[src/rtl/swcnt_pkg.sv]
// Shared types, constants and helpers of the sliding window event counter.
package swcnt_pkg;

	localparam int DEPTH  = 16;
	localparam int TIME_W = 32;
	localparam int IDX_W  = (DEPTH > 1) ? $clog2(DEPTH) : 1;
	localparam int CNT_W  = $clog2(DEPTH + 1);
	localparam int CMD_W  = 3;
	localparam int STAT_W = 2;

	typedef enum logic [CMD_W-1:0] {
		CMD_ADD   = 3'd0,
		CMD_QUERY = 3'd1,
		CMD_CLEAR = 3'd2,
		CMD_START = 3'd3,
		CMD_STOP  = 3'd4
	} cmd_t;

	typedef enum logic [STAT_W-1:0] {
		ST_OKAY        = 2'd0,
		ST_NOT_STARTED = 2'd1,
		ST_OVERFLOW    = 2'd2,
		ST_ALREADY     = 2'd3
	} status_t;

	typedef enum logic [1:0] {
		CS_IDLE,
		CS_EXPIRE,
		CS_FINISH
	} ctrl_state_t;

	// controller to datapath
	typedef struct packed {
		logic load;
		logic pop;
		logic finish;
	} ctrl_cmd_t;

	// datapath to controller
	typedef struct packed {
		logic expire_hit;
		logic out_free;
	} dp_stat_t;

	function automatic logic [IDX_W-1:0] ring_next(input logic [IDX_W-1:0] i);
		logic [IDX_W-1:0] r;
		if (i == IDX_W'(DEPTH - 1)) r = '0;
		else r = i + 1'b1;
		return r;
	endfunction

endpackage

[src/rtl/swcnt_ifs.sv]
// Request and response channel interfaces of the sliding window event counter.
interface swcnt_req_if;
	logic        valid;
	logic        ready;
	logic [2:0]  cmd;
	logic [31:0] timestamp;

	modport source (output valid, output cmd, output timestamp, input ready);
	modport sink (input valid, input cmd, input timestamp, output ready);
endinterface

interface swcnt_rsp_if;
	logic        valid;
	logic        ready;
	logic [1:0]  status;
	logic [4:0]  event_count;
	logic [31:0] window_time;

	modport source (output valid, output status, output event_count, output window_time,
		input ready);
	modport sink (input valid, input status, input event_count, input window_time,
		output ready);
endinterface

[src/rtl/swcnt_ctrl.sv]
// Controller state machine: take a request, expire old events, then finish it.
module swcnt_ctrl
	import swcnt_pkg::*;
(
	input  logic      clk,
	input  logic      arst_n,
	input  logic      req_valid,
	output logic      req_ready,
	input  dp_stat_t  stat,
	output ctrl_cmd_t cmd
);

	ctrl_state_t state_q, state_d;

	always_ff @(posedge clk or negedge arst_n) begin
		if (!arst_n) state_q <= CS_IDLE;
		else state_q <= state_d;
	end

	always_comb begin
		state_d = state_q;
		case (state_q)
			CS_IDLE: begin
				if (req_valid) state_d = CS_EXPIRE;
			end
			CS_EXPIRE: begin
				if (!stat.expire_hit) state_d = CS_FINISH;
			end
			CS_FINISH: begin
				if (stat.out_free) state_d = CS_IDLE;
			end
			default: state_d = CS_IDLE;
		endcase
	end

	always_comb begin
		req_ready  = 1'b0;
		cmd.load   = 1'b0;
		cmd.pop    = 1'b0;
		cmd.finish = 1'b0;
		case (state_q)
			CS_IDLE: begin
				req_ready = 1'b1;
				cmd.load  = req_valid;
			end
			CS_EXPIRE: begin
				cmd.pop = stat.expire_hit;
			end
			CS_FINISH: begin
				cmd.finish = stat.out_free;
			end
			default: begin
				req_ready = 1'b0;
			end
		endcase
	end

endmodule

[src/rtl/swcnt_dp.sv]
// Datapath: event ring, window registers, window limit and result register.
module swcnt_dp
	import swcnt_pkg::*;
(
	input  logic              clk,
	input  logic              arst_n,
	input  ctrl_cmd_t         ctl,
	output dp_stat_t          stat,
	input  logic [CMD_W-1:0]  req_cmd,
	input  logic [TIME_W-1:0] req_timestamp,
	input  logic              cfg_wr_en,
	input  logic [TIME_W-1:0] cfg_wr_data,
	input  logic              rsp_ready,
	output logic              rsp_valid,
	output logic [STAT_W-1:0] rsp_status,
	output logic [CNT_W-1:0]  rsp_event_count,
	output logic [TIME_W-1:0] rsp_window_time
);

	logic [TIME_W-1:0] ring_q [DEPTH];
	logic [IDX_W-1:0]  head_q, tail_q;
	logic [CNT_W-1:0]  count_q;
	logic              running_q;
	logic [TIME_W-1:0] start_q, stop_q, limit_q;
	cmd_t              cmd_q;
	logic [TIME_W-1:0] ts_q;
	logic              out_valid_q;
	logic [STAT_W-1:0] out_status_q;
	logic [CNT_W-1:0]  out_count_q;
	logic [TIME_W-1:0] out_time_q;

	logic [TIME_W-1:0] age, diff, slid_start, sat_time, wt;
	logic              slide, past_limit, full;
	logic [IDX_W-1:0]  head_d, tail_d;
	logic [CNT_W-1:0]  count_d;
	logic              running_d, wr_en;
	logic [TIME_W-1:0] start_d, stop_d;
	status_t           status_d;

	assign slide = running_q &&
		(cmd_q == CMD_ADD || cmd_q == CMD_QUERY || cmd_q == CMD_STOP);
	assign age   = ts_q - ring_q[tail_q];
	assign stat.expire_hit = slide && (count_q != '0) && (age >= limit_q);
	assign stat.out_free   = !out_valid_q || rsp_ready;

	assign diff       = ts_q - start_q;
	assign past_limit = diff >= limit_q;
	assign slid_start = past_limit ? (ts_q - limit_q) : start_q;
	assign sat_time   = past_limit ? limit_q : diff;
	assign full       = count_q == CNT_W'(DEPTH);

	// effect of the finished request on the window state
	always_comb begin
		head_d    = head_q;
		tail_d    = tail_q;
		count_d   = count_q;
		running_d = running_q;
		start_d   = start_q;
		stop_d    = stop_q;
		wr_en     = 1'b0;
		status_d  = ST_OKAY;
		case (cmd_q)
			CMD_ADD: begin
				if (running_q) begin
					start_d = slid_start;
					wr_en   = 1'b1;
					head_d  = ring_next(head_q);
					if (full) begin
						tail_d   = ring_next(tail_q);
						status_d = ST_OVERFLOW;
					end else begin
						count_d = count_q + 1'b1;
					end
				end else begin
					status_d = ST_NOT_STARTED;
				end
			end
			CMD_QUERY: begin
				if (running_q) start_d = slid_start;
			end
			CMD_CLEAR: begin
				head_d  = '0;
				tail_d  = '0;
				count_d = '0;
			end
			CMD_START: begin
				if (running_q) begin
					status_d = ST_ALREADY;
				end else begin
					running_d = 1'b1;
					start_d   = ts_q;
				end
			end
			CMD_STOP: begin
				if (running_q) begin
					start_d   = slid_start;
					stop_d    = ts_q;
					running_d = 1'b0;
				end else begin
					status_d = ST_NOT_STARTED;
				end
			end
			default: status_d = ST_OKAY;
		endcase
	end

	// while running the window length saturates at the limit; a fresh start reads zero
	always_comb begin
		if (running_q) wt = sat_time;
		else if (cmd_q == CMD_START) wt = '0;
		else wt = stop_q - start_q;
	end

	always_ff @(posedge clk) begin
		if (ctl.finish && wr_en) ring_q[head_q] <= ts_q;
	end

	always_ff @(posedge clk) begin
		if (ctl.load) begin
			cmd_q <= cmd_t'(req_cmd);
			ts_q  <= req_timestamp;
		end
		if (ctl.finish) begin
			out_status_q <= status_d;
			out_count_q  <= count_d;
			out_time_q   <= wt;
		end
	end

	always_ff @(posedge clk or negedge arst_n) begin
		if (!arst_n) begin
			head_q      <= '0;
			tail_q      <= '0;
			count_q     <= '0;
			running_q   <= 1'b0;
			start_q     <= '0;
			stop_q      <= '0;
			limit_q     <= '0;
			out_valid_q <= 1'b0;
		end else begin
			if (cfg_wr_en && !running_q) limit_q <= cfg_wr_data;
			if (ctl.pop) begin
				// drop the oldest event
				tail_q  <= ring_next(tail_q);
				count_q <= count_q - 1'b1;
			end else if (ctl.finish) begin
				head_q    <= head_d;
				tail_q    <= tail_d;
				count_q   <= count_d;
				running_q <= running_d;
				start_q   <= start_d;
				stop_q    <= stop_d;
			end
			if (ctl.finish) out_valid_q <= 1'b1;
			else if (rsp_ready) out_valid_q <= 1'b0;
		end
	end

	assign rsp_valid       = out_valid_q;
	assign rsp_status      = out_status_q;
	assign rsp_event_count = out_count_q;
	assign rsp_window_time = out_time_q;

endmodule

[src/rtl/sliding_window_event_counter_unit.sv]
// Top level of the sliding window event counter.
//
//  channel | direction | payload                                  | handshake
//  req     | in        | cmd[2:0], timestamp[31:0]                | valid / ready
//  rsp     | out       | status[1:0], event_count[4:0], window_time[31:0] | valid / ready
//  cfg     | in        | cfg_wr_data[31:0] (window limit)         | cfg_wr_en
//
// One request at a time; the expiry loop pops the oldest ring entry once per cycle
// for as long as that entry has expired, before the request is finished.
// The result sits in an output register; the next request is taken while it waits.
// A request is finished only when the output register is free, so a stalled rsp holds it.
// arst_n clears the ring pointers, count, run flag, window registers and window limit.
module sliding_window_event_counter_unit
	import swcnt_pkg::*;
(
	input  logic              clk,
	input  logic              arst_n,
	swcnt_req_if.sink         req,
	swcnt_rsp_if.source       rsp,
	input  logic              cfg_wr_en,
	input  logic [TIME_W-1:0] cfg_wr_data
);

	ctrl_cmd_t ctl;
	dp_stat_t  stat;

	swcnt_ctrl u_ctrl (
		.clk       (clk),
		.arst_n    (arst_n),
		.req_valid (req.valid),
		.req_ready (req.ready),
		.stat      (stat),
		.cmd       (ctl)
	);

	swcnt_dp u_dp (
		.clk             (clk),
		.arst_n          (arst_n),
		.ctl             (ctl),
		.stat            (stat),
		.req_cmd         (req.cmd),
		.req_timestamp   (req.timestamp),
		.cfg_wr_en       (cfg_wr_en),
		.cfg_wr_data     (cfg_wr_data),
		.rsp_ready       (rsp.ready),
		.rsp_valid       (rsp.valid),
		.rsp_status      (rsp.status),
		.rsp_event_count (rsp.event_count),
		.rsp_window_time (rsp.window_time)
	);

endmodule
[src/flat_wrapper.sv]
// flat-port wrapper written by rule: the top's interface ports become plain ports
module sliding_window_event_counter_unit_flat import swcnt_pkg::*;
  (clk, arst_n, cfg_wr_en, cfg_wr_data, req_valid, req_cmd, req_timestamp, req_ready, rsp_valid, rsp_status, rsp_event_count, rsp_window_time, rsp_ready);
  swcnt_req_if req_i ();
  swcnt_rsp_if rsp_i ();
  input  logic clk;
  input  logic arst_n;
  input  logic cfg_wr_en;
  input  logic [TIME_W-1:0] cfg_wr_data;
  input wire logic [$bits(req_i.valid)-1:0] req_valid;
  input wire logic [$bits(req_i.cmd)-1:0] req_cmd;
  input wire logic [$bits(req_i.timestamp)-1:0] req_timestamp;
  output wire logic [$bits(req_i.ready)-1:0] req_ready;
  output wire logic [$bits(rsp_i.valid)-1:0] rsp_valid;
  output wire logic [$bits(rsp_i.status)-1:0] rsp_status;
  output wire logic [$bits(rsp_i.event_count)-1:0] rsp_event_count;
  output wire logic [$bits(rsp_i.window_time)-1:0] rsp_window_time;
  input wire logic [$bits(rsp_i.ready)-1:0] rsp_ready;
  assign req_i.valid = req_valid;
  assign req_i.cmd = req_cmd;
  assign req_i.timestamp = req_timestamp;
  assign req_ready = req_i.ready;
  assign rsp_valid = rsp_i.valid;
  assign rsp_status = rsp_i.status;
  assign rsp_event_count = rsp_i.event_count;
  assign rsp_window_time = rsp_i.window_time;
  assign rsp_i.ready = rsp_ready;
  sliding_window_event_counter_unit u_core (.clk(clk), .arst_n(arst_n), .req(req_i), .rsp(rsp_i), .cfg_wr_en(cfg_wr_en), .cfg_wr_data(cfg_wr_data));
endmodule
[config.mk]
export PLATFORM = sky130hd
export DESIGN_NAME = sliding_window_event_counter_unit_flat
export DESIGN_NICKNAME = d
export VERILOG_FILES = /design/src/rtl/swcnt_pkg.sv /design/src/rtl/swcnt_ifs.sv /design/src/rtl/swcnt_ctrl.sv /design/src/rtl/swcnt_dp.sv /design/src/rtl/sliding_window_event_counter_unit.sv /design/src/flat_wrapper.sv
export SDC_FILE = /design/constraint.sdc
export NUM_CORES = 1
export LEC_CHECK = 0
export BUFFER_PORTS_ARGS = -buffer_cell sky130_fd_sc_hd__buf_2
export CORE_ASPECT_RATIO = 1.75
export CORE_MARGIN = 2
export CORE_UTILIZATION = 40
export CTS_BUF_LIST = sky130_fd_sc_hd__clkbuf_4 sky130_fd_sc_hd__clkbuf_8
export CTS_CLUSTER_DIAMETER = 80
export DETAILED_ROUTE_END_ITERATION = 10
export SETUP_SLACK_MARGIN = 0.4
export SLEW_MARGIN = 20
export SYNTH_ARGS = -nofsm -noshare
export SYNTH_HDL_FRONTEND = slang
export SYNTH_SLANG_ARGS = --single-unit
[constraint.sdc]
create_clock -name clk -period 7.87 [get_ports clk]
set_input_delay 0.3935 -clock clk [delete_from_list [all_inputs] [get_ports clk]]
set_output_delay 0.3935 -clock clk [all_outputs]
set_load 0.1 [all_outputs]
Yosys cells after proc, flatten, opt, wreduce, memory -nomap -nowiden
Memories as Yosys holds them, arrays and structs flattened.
Cells that the tools add are included.
{"block": "op_classes", "n_addsub": 8, "order_cmp": 2, "n_eq_ne": 18, "muxes": 41, "n_bitwise": 1, "reduce_logical": 26}
{"op": "$mux 32", "count": 6}
{"op": "$sub 32x32->32", "count": 4}
{"op": "$ge 32x32->1", "count": 2}
{"op": "$pmux 32 s2", "count": 1}
{"op": "$mux 4", "count": 7}
{"op": "$mux 5", "count": 4}
{"op": "$pmux 4 s2", "count": 2}
{"op": "$mux 2", "count": 6}
{"op": "$pmux 2 s3", "count": 2}
{"op": "$reduce_and 4->1", "count": 3}
{"op": "$mux 1", "count": 11}
{"op": "$ne 2x2->1 const B", "count": 5}
{"op": "$pmux 5 s2", "count": 1}
{"op": "$reduce_bool 2->1", "count": 5}
{"op": "$add 4x1->4 const B", "count": 2}
{"op": "$eq 4x4->1 const B", "count": 2}
{"op": "$eq 3x2->1 const B", "count": 2}
{"op": "$ne 3x2->1 const B", "count": 2}
{"op": "$reduce_and 3->1", "count": 2}
{"op": "$reduce_and 6->1", "count": 1}
{"op": "$add 5x1->5 const B", "count": 1}
{"op": "$eq 5x5->1 const B", "count": 1}
{"op": "$logic_and 1x1->1", "count": 5}
{"op": "$reduce_bool 5->1", "count": 1}
{"op": "14 further kinds", "count": 18}
{"block": "word_totals", "register_bits": 187, "mem_bits_rw": 512, "in_bits": 72, "output_inout_bits": 41, "memories": 1}
{"name": "u_core.u_dp.ring_q", "words": 16, "width": 32, "read_ports": 1, "rd_ports_with_merged_regs": 0, "wr": 1, "line_no": "swcnt_dp.sv:20", "text": "logic [TIME_W-1:0] ring_q [DEPTH];"}

Longest topological paths before layout
Gate-level depths: netlist of the first run.
{"block": "logic_depth", "ltp_word": 9, "ltp_mapped": 32, "depth_no_buf": 30}

Modules after synthesis
A second synthesis of the first run with hierarchy kept.
{"block": "hier_totals", "cells_unflattened": 2613, "hier_area_um2": 34809.6}
{"mod": "swcnt_dp", "n_inst": 1, "cells_each": 2601, "area_each_um2": 34699.5, "seq_area_each_um2": 20374.5}
{"mod": "swcnt_ctrl", "n_inst": 1, "cells_each": 12, "area_each_um2": 110.1, "seq_area_each_um2": 50.0}

Least setup slack after synthesis of the first run
OpenSTA, ideal clock, no wires.
{"block": "synth_timing", "path_kind": "reg-to-reg", "startpoint": "register u_core.u_dp.tail_q[0]", "endpoint": "register u_core.u_dp.tail_q[0]", "setup_time_ps": 84, "arrival_ps": 6407, "t_required_ps": 7786, "setup_slack_ps": 1379, "path_stages_with_launch": 28, "n_path_buf": 4, "synth_period_minus_slack_ps": 6491, "path_cell_list": "dfrtp_1 -> buf_2 -> clkbuf_1 -> buf_2 -> buf_1 -> mux4_2 -> a221oi_1 -> ha_1 -> and4_1 -> a221oi_2 -> o21ai_1 -> o21ai_2 -> a32oi_1 -> a31o_2 -> a21o_1 -> a21oi_4 -> o21ai_2 -> o41ai_2 -> xnor2_1 -> ha_1 -> nand4_1 -> a2111o_1 -> a31oi_1 -> o21a_1 -> a21boi_2 -> a31oi_1 -> a311o_1 -> o21ai_0"}
{"block": "synth_between", "elab_chain_len": 7}
{"item": "start: declaration", "line_no": "swcnt_dp.sv:21", "text": "logic [IDX_W-1:0] head_q, tail_q;"}
{"item": "start signal: assignment", "line_no": "swcnt_dp.sv:144", "text": "tail_q <= ring_next(tail_q);"}
{"item": "start signal: assignment", "line_no": "swcnt_dp.sv:148", "text": "tail_q <= tail_d;"}
{"item": "$mem_v2 16x32, or another cell as far along"}
{"item": "$sub 32x32->32 / $mux 4 (equally long branches)", "line_no": "swcnt_dp.sv:42, swcnt_pkg.sv:47"}
{"item": "$ge 32x32->1 / $mux 4 (equally long branches)", "line_no": "swcnt_dp.sv:43, swcnt_dp.sv:68"}
{"item": "$logic_and 1x1->1 / $mux 4 (equally long branches)", "line_no": "swcnt_dp.sv:43, swcnt_dp.sv:64"}
{"item": "$mux 1 / $pmux 4 s2 (equally long branches)", "line_no": "swcnt_ctrl.sv:41, swcnt_dp.sv:62"}
{"item": "$ne 3x2->1 (no line), or another cell as far along"}
{"item": "$reduce_and 4->1 (no line) / $mux 4 (equally long branches)"}
Parallel ways exist; a longest one is shown, timed or not. The select of a mux whose other input is x is not followed.
A chain may end at the register's enable or synchronous reset.

Worst setup path after layout of the first run
{"block": "layout_timing", "startpoint": "register u_core.u_dp.ts_q[0]", "endpoint": "register u_core.u_dp.start_q[30]"}
{"block": "layout_between", "elab_chain_len": 6}
{"item": "start: declaration", "line_no": "swcnt_dp.sv:26", "text": "logic [TIME_W-1:0] ts_q;"}
{"item": "start signal: assignment", "line_no": "swcnt_dp.sv:121", "text": "ts_q <= req_timestamp;"}
{"item": "$sub 32x32->32", "line_no": "swcnt_dp.sv:42", "text": "assign age = ts_q - ring_q[tail_q];"}
{"item": "$ge 32x32->1", "line_no": "swcnt_dp.sv:43", "text": "assign stat.expire_hit = slide && (count_q != '0) && (age >= limit_q);"}
{"item": "$logic_and 1x1->1", "line_no": "swcnt_dp.sv:43"}
{"item": "$mux 1", "line_no": "swcnt_ctrl.sv:41", "text": "case (state_q)"}
{"item": "$not 1->1 (no line)"}
{"item": "$reduce_and 6->1 (no line)"}
{"item": "end signal: assignment", "line_no": "swcnt_dp.sv:151", "text": "start_q <= start_d;"}
{"item": "end: declaration", "line_no": "swcnt_dp.sv:24", "text": "logic [TIME_W-1:0] start_q, stop_q, limit_q;"}
Parallel ways exist; a longest one is shown, timed or not. The select of a mux whose other input is x is not followed.

==> results of run 1 <==
-- per-stage QoR --
step / cells / power (mW) / hold WS (ps)
2_1_floorplan: 2668 / 12.3 / 97.9
3_3_place_gp: 3920 / 15.0 / 319
3_5_place_dp: 3920 / 15.2 / 324
4_1_cts: 4162 / 18.1 / 120
5_1_grt: 4168 / 19.3 / 161
6_report: 4170 / 18.1 / 165
-- registers in the layout, indices dropped and copies added, names as in the netlist --
signal                       count
u_core.u_dp.rsp_event_count      5
u_core.u_dp.rsp_window_time     32
u_core.u_dp.rsp_status           2
u_core.u_dp.cmd_q                3
u_core.u_dp.start_q             32
u_core.u_dp.stop_q              32
u_core.u_dp.limit_q             32
u_core.u_ctrl.state_q            2
u_core.u_dp.tail_q               4
u_core.u_dp.head_q               4
u_core.u_dp.ring_q             512
u_core.u_dp.ts_q                32
u_core.u_dp.count_q              5
u_core.u_dp.rsp_valid            1
u_core.u_dp.running_q            1
-- routing by layer --
| metal | GRT usage | share of wire | up-vias |
|---|---|---|---|
| li1 | - | - | 10800 |
| met1 | 0.247 | 0.37 | 11800 |
| met2 | 0.411 | 0.53 | 757 |
| met3 | 0.0253 | 0.039 | 276 |
| met4 | 0.137 | 0.064 | 0 |
| met5 | 0 | 0 | - |
-- path summary, 6_finish.rpt --
kind | start | to | slack, ps
max | u_core.u_dp.ts_q[0]$_DFFE_PP_ | u_core.u_dp.start_q[30]$_DFFE_PN0P_ | 800
max reg2reg | u_core.u_dp.ts_q[0]$_DFFE_PP_ | u_core.u_dp.start_q[30]$_DFFE_PN0P_ | 800
min in group clk | req_timestamp[0] | u_core.u_dp.ts_q[0]$_DFFE_PP_ | 380
min reg2reg | u_core.u_dp.stop_q[0]$_DFFE_PN0P_ | u_core.u_dp.stop_q[0]$_DFFE_PN0P_ | 500
max in group asynchronous | arst_n | u_core.u_dp.tail_q[0]$_DFFE_PN0P_ | 6000
min | arst_n | u_core.u_dp.limit_q[25]$_DFFE_PN0P_ | 160
-- cells by family (layout without fill, tap and decap cells) --
kind of cell / after synthesis / count (layout) / synth area share
buffers and inverters: 206 / 544 / 0.0223
other: 0 / 3 / 0
XOR/XNOR: 110 / 110 / 0.0276
multiplexers: 245 / 245 / 0.0962
flip-flops: 699 / 699 / 0.584
AO/OA/AOI/OAI: 689 / 689 / 0.128
adder cells (fa/ha/maj): 200 / 200 / 0.0724
AND/OR/NAND/NOR: 519 / 520 / 0.0693
-- worst max-delay path, stage by stage (launching register included) --
cell and delay [ps]:
edfxtp_1 380, buf_4 210, inv_1 100, ha_1 180, inv_1 60, fa_1 400, a21o_1 170, a21oi_1 250
o21bai_1 130, a21oi_2 260, o2111ai_1 380, nand2_1 250, o21ai_1 180, a221o_1 370, a21oi_1 190, xnor2_1 140
ha_1 320, nand4_1 140, nor2_1 220, nand2_1 240, nor3_1 250, o21ai_0 140, o21ai_2 430, a31oi_1 230
nor2_4 830, buf_4 310, nor2_1 50, a31oi_1 130
-- cell usage in the layout, fill, tap and decap left out, types with 15 or more instances in the layout --
| master | instances |
|---|---|
| inv_1 | 101 |
| clkbuf_8 | 101 |
| nand4_1 | 22 |
| nor2b_1 | 22 |
| clkbuf_4 | 32 |
| mux4_2 | 67 |
| and2_2 | 18 |
| nand2b_1 | 29 |
| nor2_1 | 152 |
| dlygate4sd3_1 | 69 |
| o211ai_1 | 15 |
| dfrtp_1 | 110 |
| mux2_2 | 59 |
| nand2_1 | 171 |
| clkinv_1 | 19 |
| xor2_1 | 49 |
| ha_1 | 196 |
| a221oi_1 | 62 |
| a21oi_1 | 163 |
| mux2i_1 | 119 |
| xnor2_1 | 61 |
| o22ai_1 | 19 |
| nor3_1 | 26 |
| edfxtp_1 | 586 |
| o21a_1 | 19 |
| a211oi_1 | 21 |
| o21ai_1 | 18 |
| a21o_1 | 79 |
| nand3_1 | 25 |
| buf_4 | 83 |
| a31oi_1 | 17 |
| o21bai_1 | 16 |
| buf_2 | 111 |
| o21ai_0 | 175 |
-- power by group through the flow --
stage                     logic, mW  clock network, mW  registers [mW]
after global placement         9.97                  0            5.00
after floorplan                6.67                  0            5.66
after CTS                      10.3               2.83            4.94
after global routing           11.4               2.98            4.98
final                          10.4               2.77            4.93
after detailed placement       10.2                  0            5.01
-- repair_timing --
action / 4_1_cts / 5_1_grt
setup buffers: 0 / 3
hold endpoints to repair: 92 / 0
gates resized for setup: 0 / 6
hold buffers: 69 / 0
endpoints found under the setup margin: 0 / 7
-- cell type report --
type | instances | share of cell area
Antenna cell | 3 | 0.000188
Multi-Input combinational cell | 1764 | 0.346
Clock inverter | 40 | 0.00595
Tap cell | 1160 | 0.0363
Sequential cell | 699 | 0.511
Timing Repair Buffer | 269 | 0.0497
Inverter | 102 | 0.00958
Clock buffer | 133 | 0.0408
==> flow_summary.json, run 1 <==
{
  "synth.area.top_cells": "edfxtp_1 50%, dfrtp_1 8.1%, ha_1 7.0%",
  "detail_route.iter0.violations": 1551,
  "arrival_ps": 7730,
  "rows": 143,
  "vias": 23600,
  "yosysWarnings": 0,
  "h-tree-depth": 3,
  "reg2regPathDepth": 27,
  "clock-sinks": 699,
  "crit_path_max_fanout": 47,
  "final_nets": 3202,
  "slew_violations": 0,
  "cts_tree": "built",
  "synth_cells": 2668,
  "combPwrFrac": 0.575,
  "hp-class": "in -> async",
  "io_buffers": 112,
  "firstDrtPassIters": 7,
  "layout-drive-gt1-share": 0.178,
  "rsz0062_at_grt": "false",
  "globalplace.congestion": 0.984,
  "core_sq_um": 86800,
  "grt_pass1_vias": 24900,
  "dieArea_sq_um": 89900,
  "routedWlPerCell_um": 24.2,
  "synth.most_common_cell": "edfxtp_1",
  "drc": 0,
  "async_flop_share": 0.162,
  "antenna_found_initial": 1,
  "tightest_slew_ps": 1120,
  "synthFlopType": "edfxtp_1",
  "p_sw_frac": 0.448,
  "cts_buffers": 94,
  "syn2layout_area_growth_pct": 14.3,
  "multi_input_area_sq_um": 13800,
  "period_minus_slack_ps": 7070,
  "synth_seq_cells": 699,
  "ys_top_cells_by_count": "586 x edfxtp_1, 196 x ha_1, 176 x o21ai_0",
  "p_clk_frac": 0.153,
  "hold_viol": 0,
  "required_ps": 8520,
  "p_leak_nw": 15.0,
  "power.density_nw_per_um2": 454,
  "clk_pin_slew_ps": 70,
  "ios": 113,
  "drv_cap": 0,
  "dieWidth_um": 227,
  "grt-ovfl-total": 0,
  "grt_pass1_wl_um": 151000,
  "root_buffer": "clkbuf_8",
  "path_class": "reg -> reg",
  "fin_area_sq_um": 40000,
  "yosysSeqAreaShare": 0.584,
  "p_int_mw": 10.0,
  "regArea_sq_um": 20400,
  "postLayoutSetupSlackWorst_ps": 796,
  "period_share": 0.899,
  "power.switching_mw": 8.12,
  "syn_nets": 2940,
  "grt_usage": 0.225,
  "yosysUniqueCellTypes": 82,
  "final_util": 0.461,
  "wl_um": 101000,
  "ant_nets": 0,
  "crit_path_end_kind": "register",
  "netlist.area_leader.share": 0.503,
  "clk_latency_ps": 730,
  "start_kind": "register",
  "peakVddDrop_uv": 452,
  "setup_viol": 0,
  "synth_top_area_cell": "edfxtp_1",
  "grt_max_degree": 81,
  "synth_area_sq_um": 35000,
  "clock.fmax_ghz": 0.141,
  "place_area_sq_um": 37300,
  "avgViaCountPerCell": 5.67,
  "die_y_um": 395,
  "slew_headroom": 0.245,
  "synth_area_per_cell_sq_um": 13.1,
  "status": "finished clean",
  "skew_ps": 29.0,
  "num-fill-cells": 7793,
  "dp_hpwl_um": 66700,
  "synth_edf_count": 586,
  "max-clock-path-buffers": 3,
  "post-place-ws_ps": 583,
  "start_util": 0.403,
  "finalSetupTns_ps": 0,
  "seq_power_share": 0.272
}
No activity file was read; power rests on OpenSTA's default activity.
==> inputs of run 2 (changes only) <==
Clock period 7.87 ns to 8.4 ns, I/O delays scaled along.
==> run 2 against run 1 <==
Compared with the run above: flip-flop and latch count unchanged; combinational power decreased by 7%; core utilization increased by 0.14 points; critical path depth increased by 1; setup slack improved by 110 ps; critical endpoint is now u_core.u_dp.tail_q[0]$_DFFE_PN0P_; highest routed layer unchanged.
==> flow_summary.json, run 2 (synthesized netlist as in run 1, its figures left out) <==
{
  "min_from": "req_timestamp[6]",
  "clock-sinks": 699,
  "cp.depth": 28,
  "period_minus_slack_ps": 7490,
  "ant_nets": 0,
  "skew_ps": 32.7,
  "slew_violations": 0,
  "routedWlPerCell_um": 24.3,
  "r2r_slack_ps": 910,
  "whs_path_depth": 1,
  "cts_tree": "built",
  "cts_buffers": 96,
  "num-fill-cells": 7704,
  "layout-drive-gt1-share": 0.177,
  "grt_pass1_vias": 25200,
  "ios": 113,
  "grt_pass1_wl_um": 152000,
  "power.density_nw_per_um2": 429,
  "grt_max_degree": 66,
  "peakVddDrop_uv": 713,
  "layout_commonest_cell": "edfxtp_1",
  "critPathMaxStageDelay_ps": 670,
  "p_leak_nw": 15.1,
  "wl_um": 101000,
  "start_util": 0.403,
  "reg2regPathDepth": 28,
  "grt-ovfl-total": 0,
  "detail_route.iter0.violations": 1653,
  "avgViaCountPerCell": 5.69,
  "largest_reg_flops": 512,
  "r2r-start": "u_core.u_dp.tail_q[1]$_DFFE_PN0P_",
  "reg2reg_to": "u_core.u_dp.tail_q[0]$_DFFE_PN0P_",
  "rows": 143,
  "antenna_found_initial": 1,
  "core_sq_um": 86800,
  "rsz0062_at_grt": "false",
  "root_buffer": "clkbuf_8",
  "dieArea_sq_um": 89900,
  "tightest_slew_ps": 1120,
  "die_y_um": 395,
  "arrival_ps": 8140,
  "clk_latency_ps": 730,
  "grt_usage": 0.227,
  "min_to": "u_core.u_dp.ts_q[6]$_DFFE_PP_",
  "final_nets": 3195,
  "path_class": "reg -> reg",
  "max-clock-path-buffers": 3,
  "start_kind": "register",
  "dp_hpwl_um": 67200,
  "firstDrtPassIters": 5,
  "period_share": 0.892,
  "slew_headroom": 0.252,
  "final_util": 0.462,
  "whs_ps": 62.2,
  "syn2layout_area_growth_pct": 14.7,
  "slowest_stage": "dfrtp_2",
  "worstPathBufferInverterCount": 1,
  "vias": 23700,
  "setup_viol": 0,
  "status": "finished clean",
  "finalSetupTns_ps": 0,
  "drc": 0,
  "drv_cap": 0,
  "hp-class": "in -> reg",
  "cp_top_family": "compound AO/OA/AOI/OAI gates",
  "clk_pin_slew_ps": 70,
  "io_buffers": 112,
  "crit_path_end_kind": "register",
  "required_ps": 9050,
  "final_cell_mix": "586 x edfxtp_1, 196 x ha_1, 174 x o21ai_0, 171 x nand2_1, 163 x a21oi_1",
  "crit_path_max_fanout": 18,
  "clock.fmax_ghz": 0.133,
  "globalplace.congestion": 0.950,
  "hold_viol": 0,
  "top_register": "u_core.u_dp.ring_q",
  "dieWidth_um": 227,
  "h-tree-depth": 3
}
==> run 2: changes by cell type in the layout (fill, tap and decap cells not counted), moves of 2 or more <==
| cell | before | now |
|---|---|---|
| inv_6 | 2 | 0 |
| buf_4 | 83 | 77 |
| clkinvlp_4 | 2 | 6 |
| bufinv_16 | 1 | 11 |
| clkinv_2 | 13 | 26 |
| diode_2 | 3 | 1 |
| clkbuf_4 | 32 | 11 |
==> run 2: repair_timing <==
action / 4_1_cts / 5_1_grt
endpoints found under the hold margin: 91 / 0
setup buffers: 0 / 6
hold buffers: 68 / 0
setup endpoints to repair: 0 / 4
resized for setup: 0 / 4
==> run 2: final cells by class <==
| class | instances | area [sq um] | area share |
|---|---|---|---|
| Antenna cell | 1 | 2.50 | 0.0000624 |
| Clock inverter | 66 | 629 | 0.0157 |
| Multi-Input combinational cell | 1764 | 13800 | 0.345 |
| Tap cell | 1160 | 1450 | 0.0362 |
| Inverter | 102 | 383 | 0.00955 |
| Timing Repair Buffer | 260 | 1880 | 0.0468 |
| Clock buffer | 113 | 1490 | 0.0371 |
| Sequential cell | 699 | 20400 | 0.510 |
==> run 2: report_power, final <==
part	switching [mW]	total [mW]	internal [mW]
Sequential	0.257	4.62	4.36
Combinational	6.01	9.70	3.69
Clock	1.35	2.89	1.53
==> run 2: per-layer routing <==
layer	global-route usage	vias to the layer above	wire length, um
li1	-	10800	-
met5	0	-	0
met4	0.129	0	6030
met2	0.418	776	54200
met3	0.0290	282	4160
met1	0.249	11900	36700
==> run 2: worst max path at each step <==
stage	start	to	slack [ps]
after floorplan	u_core.u_dp.tail_q[0]$_DFFE_PN0P_	u_core.u_dp.tail_q[0]$_DFFE_PN0P_	1910
after global placement	u_core.u_dp.tail_q[0]$_DFFE_PN0P_	u_core.u_dp.tail_q[0]$_DFFE_PN0P_	970
after detailed placement	u_core.u_dp.tail_q[1]$_DFFE_PN0P_	u_core.u_dp.tail_q[0]$_DFFE_PN0P_	770
after CTS	u_core.u_dp.tail_q[0]$_DFFE_PN0P_	u_core.u_dp.tail_q[0]$_DFFE_PN0P_	680
after global routing	u_core.u_dp.tail_q[1]$_DFFE_PN0P_	u_core.u_dp.tail_q[0]$_DFFE_PN0P_	430
final	u_core.u_dp.tail_q[1]$_DFFE_PN0P_	u_core.u_dp.tail_q[0]$_DFFE_PN0P_	910
==> run 2: stage by stage <==
step	total power, mW	instance area [sq um]	setup slack, ps	cells
global placement	14.0	37200	974	3909
detailed placement	14.2	37200	766	3910
CTS	17.2	40000	684	4157
finish	17.2	40100	905	4165
global route	18.3	40100	433	4165
floorplan	11.6	35000	1910	2668
==> inputs of run 3 (changes only) <==
Settings changed: SYNTH_HIERARCHICAL from default to 1.
==> run 3 against run 2 <==
Compared with the run above: power shrank 6.4%; flip-flop and latch count is the same; count of clock-buffer cells in the layout grew 14; critical path depth grew 6; cell area grew 0.21%; maximum frequency shrank 0.69%; worst hold slack gained 330 ps; routed wire length shrank 4.1%; via count shrank 1.6%; register-to-register slack lost 50 ps; critical endpoint is now u_core/u_dp/start_q[10]$_DFFE_PN0P_; largest cell class unchanged; highest routed layer unchanged.
==> flow_summary.json, run 3 <==
{
  "yosysUniqueCellTypes": 78,
  "period_minus_slack_ps": 7550,
  "layout-drive-gt1-share": 0.180,
  "grt_usage": 0.218,
  "r2r-start": "u_core/u_dp/tail_q[0]$_DFFE_PN0P_",
  "start_kind": "register",
  "top_register": "u_core/u_dp/ring_q",
  "tightest_slew_ps": 1030,
  "grt_pass1_wl_um": 146000,
  "cts_tree": "built",
  "power.density_nw_per_um2": 401,
  "ios": 113,
  "avgViaCountPerCell": 5.67,
  "hp-class": "in -> reg",
  "async_flop_share": 0.162,
  "whs_path_depth": 2,
  "h-tree-depth": 3,
  "dieWidth_um": 227,
  "final_cell_mix": "586 x edfxtp_1, 196 x ha_1, 185 x a21oi_1, 136 x nand2_1, 133 x o21ai_0",
  "syn_nets": 2885,
  "dp.cells": 3851,
  "rsz0062_at_grt": "false",
  "dp_hpwl_um": 63600,
  "clk_latency_ps": 750,
  "cts_buffers": 98,
  "synth_seq_cells": 699,
  "synth.most_common_cell": "edfxtp_1",
  "grt_pass1_vias": 24600,
  "globalplace.congestion": 0.938,
  "start_util": 0.402,
  "slew_headroom": 0.313,
  "synth_top_area_cell": "edfxtp_1",
  "fin_area_sq_um": 40200,
  "r2r_slack_ps": 850,
  "yosysWarnings": 6,
  "core_sq_um": 86600,
  "place_area_sq_um": 37100,
  "hold_viol": 0,
  "final_nets": 3143,
  "die_y_um": 394,
  "max-clock-path-buffers": 3,
  "vias": 23300,
  "reg2reg_to": "u_core/u_dp/start_q[10]$_DFFE_PN0P_",
  "root_buffer": "clkbuf_8",
  "layout_commonest_cell": "edfxtp_1",
  "setup_viol": 0,
  "ys_top_cells_by_count": "586 x edfxtp_1, 196 x ha_1, 186 x a21oi_1",
  "wl_um": 96900,
  "drc": 0,
  "slew_violations": 0,
  "slowest_stage": "mux4_2",
  "yosysSeqAreaShare": 0.587,
  "dieArea_sq_um": 89500,
  "ant_nets": 0,
  "syn2layout_area_growth_pct": 15.4,
  "path_class": "reg -> reg",
  "required_ps": 9000,
  "rows": 143,
  "io_buffers": 112,
  "synth_cells": 2613,
  "p_leak_nw": 15.1,
  "netlist.area_leader.share": 0.506,
  "status": "finished clean",
  "synth_edf_count": 586,
  "period_share": 0.898,
  "p_total_mw": 16.1,
  "detail_route.iter0.violations": 1440,
  "reg2regPathDepth": 34,
  "crit_path_end_kind": "register",
  "finalSetupTns_ps": 0,
  "fin_cells": 4113,
  "synth_area_per_cell_sq_um": 13.3,
  "skew_ps": 26.7,
  "synth.area.top_cells": "edfxtp_1 51%, dfrtp_1 8.1%, ha_1 7.0%",
  "largest_reg_flops": 512,
  "synth_area_sq_um": 34800,
  "crit_path_max_fanout": 34,
  "antenna_found_initial": 1,
  "peakVddDrop_uv": 438,
  "synthFlopType": "edfxtp_1",
  "firstDrtPassIters": 5,
  "drv_cap": 0,
  "clock.fmax_ghz": 0.133,
  "arrival_ps": 8150,
  "clk_pin_slew_ps": 70,
  "routedWlPerCell_um": 23.6,
  "critPathMaxStageDelay_ps": 530,
  "grt-ovfl-total": 0,
  "min_to": "u_core/u_dp/cmd_q[0]$_DFFE_PP_",
  "clock-sinks": 699,
  "min_from": "req_cmd[0]",
  "grt_max_degree": 64
}
[run 3: layer usage]
layer | track usage | part of all wire | wire length [um] | vias to the layer above
met2 | 0.403 | 0.53 | 51700 | 705
met4 | 0.112 | 0.053 | 5130 | 0
li1 | - | - | - | 10700
met1 | 0.242 | 0.37 | 36200 | 11700
met5 | 0 | 0 | 0 | -
met3 | 0.0288 | 0.040 | 3870 | 253
[run 3: critical path, delay by kind of cell, from the launching register on]
family | cells | cell delay [ps]
muxes | 1 | 530
buffers and inverters | 4 | 710
adders and majority gates | 3 | 740
DFF | 1 | 500
and+or+nand+nor | 9 | 1570
xor gates and xnor gates | 1 | 140
AOI/OAI and AO/OA | 16 | 3160
[run 3: what timing repair did]
item,in CTS,in global routing
hold buffers,71,0
setup buffers,0,8
endpoints found under the setup margin,0,69
resized for setup,0,12
hold endpoints to repair,182,0
[run 3: cells by family after synthesis]
logic type | after synthesis | synth area share
AOI/OAI and AO/OA | 694 | 0.130
buffers and inverters | 214 | 0.0236
DFF | 699 | 0.587
muxes | 249 | 0.0977
adders and majority gates | 200 | 0.0728
and+or+nand+nor | 440 | 0.0595
xor gates and xnor gates | 117 | 0.0294
[run 3: cell type report]
type | instances | area, sq um
antenna | 2 | 5.00
sequential | 699 | 20400
clock buffer | 127 | 1600
tap | 1160 | 1450
inverter | 105 | 394
clock inverter | 53 | 591
multi-input combinational | 1701 | 13700
timing repair buffer | 266 | 1950
fill | 7721 | 46400
[run 3: through the flow]
step / hold WS [ps] / util / setup slack, ps
global placement: 250 / 0.429 / 487
floorplan: 124 / - / 1070
CTS: 327 / 0.462 / 415
finish: 391 / 0.464 / 854
global route: 364 / 0.464 / 440
detailed placement: 251 / 0.429 / 437
[run 3: report_power, final]
group	leakage [nW]	switching [mW]	internal (mW)
Sequential	6.66	0.325	4.35
Clock	1.14	1.35	1.63
Combinational	7.31	5.18	3.27
[run 3: worst max path at each step]
stage                                       from                                  end  depth (start not counted)
2_1_floorplan  u_core/u_dp/tail_q[0]$_DFFE_PN0P_   u_core/u_dp/start_q[1]$_DFFE_PN0P_                         34
3_3_place_gp   u_core/u_dp/tail_q[2]$_DFFE_PN0P_   u_core/u_dp/start_q[4]$_DFFE_PN0P_                         31
3_5_place_dp   u_core/u_dp/tail_q[2]$_DFFE_PN0P_   u_core/u_dp/start_q[1]$_DFFE_PN0P_                         31
4_1_cts        u_core/u_dp/tail_q[2]$_DFFE_PN0P_  u_core/u_dp/start_q[10]$_DFFE_PN0P_                         31
5_1_grt        u_core/u_dp/tail_q[0]$_DFFE_PN0P_  u_core/u_dp/start_q[12]$_DFFE_PN0P_                         34
6_report       u_core/u_dp/tail_q[0]$_DFFE_PN0P_  u_core/u_dp/start_q[10]$_DFFE_PN0P_                         34
